[src/design/jst_ram.sv]
// jst_ram: generic single-port-write, single-read RAM with registered read.
// No dependencies.
`timescale 1ns / 1ps
`default_nettype none
module jst_ram #(
	parameter int Width = 8,
	parameter int Depth = 16
) (
	input  wire logic                     clk,
	input  wire logic                     we,
	input  wire logic [$clog2(Depth)-1:0] waddr,
	input  wire logic [Width-1:0]         wdata,
	input  wire logic [$clog2(Depth)-1:0] raddr,
	output logic      [Width-1:0]         rdata
);
	logic [Width-1:0] mem [Depth];

	always_ff @(posedge clk) begin
		if (we) mem[waddr] <= wdata;
		rdata <= mem[raddr];
	end
endmodule
`default_nettype wire

[config.mk]
export PLATFORM = sky130hd
export DESIGN_NAME = jst_ram
export DESIGN_NICKNAME = d
export VERILOG_FILES = /design/src/design/jst_ram.sv
export SDC_FILE = /design/constraint.sdc
export NUM_CORES = 1
export LEC_CHECK = 0
export BUFFER_PORTS_ARGS = -buffer_cell sky130_fd_sc_hd__buf_2
export CELL_PAD_IN_SITES_DETAIL_PLACEMENT = 0
export CELL_PAD_IN_SITES_GLOBAL_PLACEMENT = 1
export CORE_MARGIN = 2
export CORE_UTILIZATION = 57
export CTS_CLUSTER_DIAMETER = 120
export DETAILED_ROUTE_END_ITERATION = 10
export PLACE_DENSITY = 0.95
export SLEW_MARGIN = 30
export SYNTH_ARGS = -nofsm -noshare
export SYNTH_HDL_FRONTEND = slang
export SYNTH_SLANG_ARGS = --single-unit
[constraint.sdc]
create_clock -name clk -period 4.95 [get_ports clk]
set_input_delay 0.99 -clock clk [delete_from_list [all_inputs] [get_ports clk]]
set_output_delay 0.99 -clock clk [all_outputs]
set_load 0.02 [all_outputs]
==> results of run 1 <==
## cell type report
type / instances / area share [%]
clock buffer: 19 / 7.08
clock inverter: 13 / 3.01
sequential: 136 / 67.3
timing repair buffer: 28 / 2.52
tap: 108 / 2.27
multi-input combinational: 83 / 17.8
## worst max-delay path, cell delays in order
cell and delay [ns]:
buf_2 0.13, or3b_2 0.51, nor2_1 0.65
## registers in the layout, indices dropped and copies added (netlist names)
name	cells
mem	128
rdata	8
## final timing paths
path	to	slack, ns	depth (start not counted)
max	mem[1][5]	2.80	3
min	rdata[6]	0.68	3
max reg2reg	rdata[2]	3.58	3
min reg2reg	rdata[6]	0.68	3
## stage by stage
stage | setup slack, ns | power [mW] | std cells | hold slack (ns)
final | 2.80 | 2.69 | 387 | 0.684
after global routing | 2.75 | 2.76 | 387 | 0.720
after global placement | 1.89 | 1.43 | 355 | 0.653
after detailed placement | 2.28 | 1.44 | 355 | 0.656
after floorplan | 2.47 | 1.39 | 229 | 0.629
after CTS | 2.77 | 2.71 | 387 | 0.690
## layer usage
layer,vias up,GRT usage (%)
li1,1053,-
met1,1261,28.5
met2,140,35.8
met3,10,7.30
met4,0,10.0
met5,-,0
## synth_stat cells, types with 2 or more instances
| library cell | number | share of area, % |
|---|---|---|
| a22oi_1 | 16 | 2.3 |
| buf_2 | 3 | 0.29 |
| buf_6 | 3 | 0.66 |
| clkdlybuf4s25_2 | 3 | 0.58 |
| dfxtp_1 | 8 | 3.1 |
| edfxtp_1 | 128 | 75 |
| mux4_1 | 14 | 7.1 |
| mux4_2 | 18 | 7.9 |
| nand2_1 | 9 | 0.66 |
| nand2b_1 | 2 | 0.24 |
| nand3b_1 | 2 | 0.29 |
| nor2_1 | 13 | 0.95 |
| nor3_1 | 4 | 0.39 |
## cells in the final DEF, fill, tap and decap left out, drive strengths merged
master	count
nor3	4
or3b	1
clkbuf	19
nand2	9
nor2	13
dfxtp	8
a22oi	16
nand3b	2
and2b	1
clkinv	5
and2	1
mux4	32
nand2b	2
edfxtp	128
clkinvlp	3
bufinv	4
nor2b	1
nand3	1
buf	28
inv	1
## cell families after synthesis
kind of cell | after synthesis | share of synthesized area (%)
flops | 136 | 77.8
mux | 32 | 15.0
buf+inv | 10 | 1.68
compound gates | 16 | 2.33
simple gates | 35 | 3.18
## power by group through the flow
stage	Sequential [mW]	Combinational, mW	Clock, mW
after global routing	1.30	0.130	1.33
final	1.30	0.121	1.28
after global placement	1.32	0.116	0
after CTS	1.30	0.122	1.29
after floorplan	1.33	0.0654	0
after detailed placement	1.32	0.120	0
==> results.cfg, run 1 <==
[sta]
setup_tns_ns = 0
tightest_slew_ns = 1.04
rsz0062_at_grt = no
slew_headroom_pct = 30.6
period_minus_slack_ns = 2.15
max_freq_mhz = 466
clock_skew_ns = 0.00848
finalHoldViolCount = 0
drv_slew = 0
setup_viol = 0
fin_crit_sh_pct = 43.4

[global_route]
grt_pass1_wl_um = 15100
grt_pass1_vias = 2588
antenna_found_initial = 0
grt_max_degree = 33
grt_use_total_pct = 22.4
overflow = 0

[setup_path]
cp-end-kind = flop
worstSetupPathType = input port to flop
cp.arrival_ns = 2.28
critPathLaunch = we
required_ns = 5.09
worst_setup_path_start_kind = input port
r2r_start = mem[0][2]
path_max_fanout = 8

[final_layout]
nets = 284
nFillCells = 502
multi_input_area_um2 = 1060
area_growth_pct = 15.6
regArea_um2 = 4000
final_core_utilization_pct = 68.2
drive_above_1_share_pct = 27.6
n_antenna_cell = 0
design_area_um2 = 5950

[synth]
synth_area_um2 = 5150
syn_area_per_cell_um2 = 22.5
async_flop_share_pct = 0
ys_types = 19
synth_nets = 247
ys_seq_area_share_pct = 77.8
synth_edf_count = 128
synth_seq_cells = 136
synthFlopType = edfxtp_1
syn_inst = 229
yosys_warnings = 0

[run]
cap_violations = 0

[die]
placementRows = 34
die_area_um2 = 9810
pin_count = 26
initial_utilization_pct = 59.0
core_area_um2 = 8720
die_h_um = 99.0
die_x_um = 99.0

[pwr]
p_switching_mw = 0.545
vdd_ir_drop_max_mv = 0.303
power_leakage_nw = 2.00
comb_power_share_pct = 4.5
internal_power_mw = 2.15
swShare_pct = 20.2
clkPwrFrac_pct = 47.4
p_per_area_nw_per_um2 = 453
power_frac_seq_pct = 48.1

[detailed_routing]
top_layer = met4
wl_met2_um = 5230
postRouteAntennaNets = 0
drt-initial-drc-count = 259
met1Wirelength_um = 3900
vias_per_cell = 6.37
post_drt_wl_per_cell_um = 25.8
drtPass1Iterations = 5
dr_wl_met3_um = 731
drt-total-wl_um = 9990
drc = 0
routed-via-count = 2464

[place]
hpwl_um = 5830
postPlaceCellArea_um2 = 5350
io_buffers = 25
globalplace.congestion = 0.747

[clock_network]
insertion_delay_ns = 0.52
cts_root_buf = clkbuf_8
numCtsBuffers = 17
post_cts_resized = 0
clk_path_buf_depth = 2
cts.sink_count = 136
clkTransAtPathRegs_ns = 0.06
postCtsSetupBuffers = 0
h-tree-depth = 4
cts_tree = yes
cts_hold_buf = 0

[status]
status = finished, final reports clean

[worst_hold_path]
hp-start = mem[14][6]
hold_class = flop to flop
No activity file was read; power rests on OpenSTA's default activity.
==> inputs of run 2 (changes only) <==
Settings changed: ABC_AREA set to 1, CORE_UTILIZATION 57 to 49, PLACE_DENSITY 0.95 to 0.91.
Clock period 4.95 ns to 2.21 ns, I/O delays scaled along.
==> results.cfg, run 2 <==
[place]
dp_cells = 711
postPlaceCellArea_um2 = 6040
io_buffers = 25
hpwl_um = 7420
globalplace.congestion = 0.901

[synth]
ys_seq_area_share_pct = 69.4
syn_inst = 551
yosys_warnings = 0
synth_nets = 569
synthFlopType = edfxtp_1
syn_area_per_cell_um2 = 10.5
yosysTopAreaCell = edfxtp_1
synth_edf_count = 128
synth.most_common_cell = nand2_1
async_flop_share_pct = 0
synth_area_um2 = 5770
synth_area_leaders = edfxtp_1 67%, nand2_1 11%, nand3_1 8.4%, inv_1 6.5%, dfxtp_1 2.8%
synth_seq_cells = 136
ys_types = 12
synthTopCellsByCount = 173 x nand2_1, 128 x edfxtp_1, 100 x inv_1
synth_top_area_share_pct = 66.7

[clock_network]
clkTransAtPathRegs_ns = 0.06
cts_tree = yes
h-tree-depth = 4
cts_root_buf = clkbuf_16
post_cts_resized = 0
insertion_delay_ns = 0.41
clk_path_buf_depth = 2
postCtsSetupBuffers = 0
cts.sink_count = 136
cts_hold_buf = 0
numCtsBuffers = 17

[sta]
max_freq_mhz = 724
setup_viol = 0
fin_crit_sh_pct = 62.5
clock_skew_ns = 0.00708
slew_headroom_pct = 55.0
setup_tns_ns = 0
rsz0062_at_grt = no
period_minus_slack_ns = 1.38
finalHoldViolCount = 0
tightest_slew_ns = 0.672
drv_slew = 0

[detailed_routing]
drt-total-wl_um = 12100
drc = 0
routed-via-count = 3805
post_drt_wl_per_cell_um = 16.3
drtPass1Iterations = 5
postRouteAntennaNets = 0
vias_per_cell = 5.12
drt-initial-drc-count = 356

[pwr]
clkPwrFrac_pct = 46.1
comb_power_share_pct = 5.9
internal_power_mw = 4.70
p_switching_mw = 1.34
p_per_area_nw_per_um2 = 909
power_leakage_nw = 2.89
p_total_mw = 6.04
vdd_ir_drop_max_mv = 0.478
power_frac_seq_pct = 48.0
swShare_pct = 22.2

[worst_hold_path]
whs_endpoint = rdata[3]
hp-start = raddr[3]
hold_class = input port to flop
min_path_cells = 3

[setup_path]
critPathLaunch = rdata[1]
cp.arrival_ns = 0.94
cp-end-kind = output pin
ff2ff_path_depth = 6
max_stage_delay_ns = 0.35
path_max_fanout = 1
cp_top_family = flip-flops
worst_path_max_delay_cell = dfxtp_1
crit_path_cell_trace = buf_2
worstSetupPathType = flop to output pin
r2r_start = mem[7][3]
worst_setup_path_start_kind = flop
r2r_end = rdata[3]
cp_num_buf_inv = 1
reg2reg_slack_ns = 1.14
required_ns = 1.77

[run]
cap_violations = 0

[final_layout]
final_core_utilization_pct = 57.9
largest_reg_flops = 128
design_area_um2 = 6640
final_cell_mix = 173 x nand2_1, 128 x edfxtp_1, 100 x inv_1
area_growth_pct = 15.1
largest_registers = mem x128, rdata x8
nets = 605
top_register = mem
n_antenna_cell = 0
drive_above_1_share_pct = 12.5
stdcell_count = 743
final_common_cell = nand2_1

[global_route]
grt_pass1_wl_um = 19400
antenna_found_initial = 0
grt_use_total_pct = 20.7
grt_pass1_vias = 3716
grt_max_degree = 65
overflow = 0

[die]
placementRows = 39
die_area_um2 = 12700
die_x_um = 112
pin_count = 26
core_area_um2 = 11500
die_h_um = 112
initial_utilization_pct = 50.3

[status]
status = finished, final reports clean
run 2: cell count changes after synthesis, sizes merged:
cell,previous run,this run
and2,1,0
mux4,32,0
clkdlybuf4s25,3,0
inv,0,102
or3b,1,0
nand2,9,173
nor2,13,17
nand2b,2,0
nor2b,1,0
buf,7,24
nor3,4,0
and2b,1,0
a22oi,16,0
nand3,1,97
run 2: worst max-delay path by stage:
stage | slack (ns) | end | depth (start not counted)
after floorplan | 0.82 | mem[10][0] | 2
after global placement | 0.55 | rdata[3] | 5
after detailed placement | 0.54 | rdata[3] | 5
after CTS | 0.83 | rdata[1] | 1
after global routing | 0.80 | rdata[1] | 1
final | 0.83 | rdata[1] | 1
run 2: stage by stage:
step | hold WS (ns) | setup WS (ns)
CTS | 0.384 | 0.830
global route | 0.403 | 0.803
floorplan | 0.541 | 0.817
finish | 0.392 | 0.828
global placement | 0.645 | 0.548
detailed placement | 0.647 | 0.540
run 2: cells by family after synthesis:
group | synth area share (%)
buffers and inverters | 9.52
flip-flops | 69.4
AND/OR/NAND/NOR | 21.0
run 2: power by group through the flow:
stage	Clock, mW	Combinational [mW]	Sequential (mW)
after global placement	0	0.348	2.95
final	2.78	0.355	2.90
after CTS	2.81	0.360	2.90
after detailed placement	0	0.356	2.95
after floorplan	0	0.203	2.97
after global routing	2.93	0.398	2.90
run 2: layout make-up:
cell class                 instances  area, um2
fill                             879       4830
clock buffer                      20        489
timing repair buffer              41        258
sequential                       136       4000
clock inverter                    12        114
tap                              143        179
multi-input combinational        289       1210
inverter                         102        383
run 2: layer usage:
layer / share of wire (%) / global-route usage [%]
met5: 0 / 0
met4: 2.4 / 9.35
met3: 6.9 / 4.91
met2: 50 / 33.4
met1: 41 / 26.7
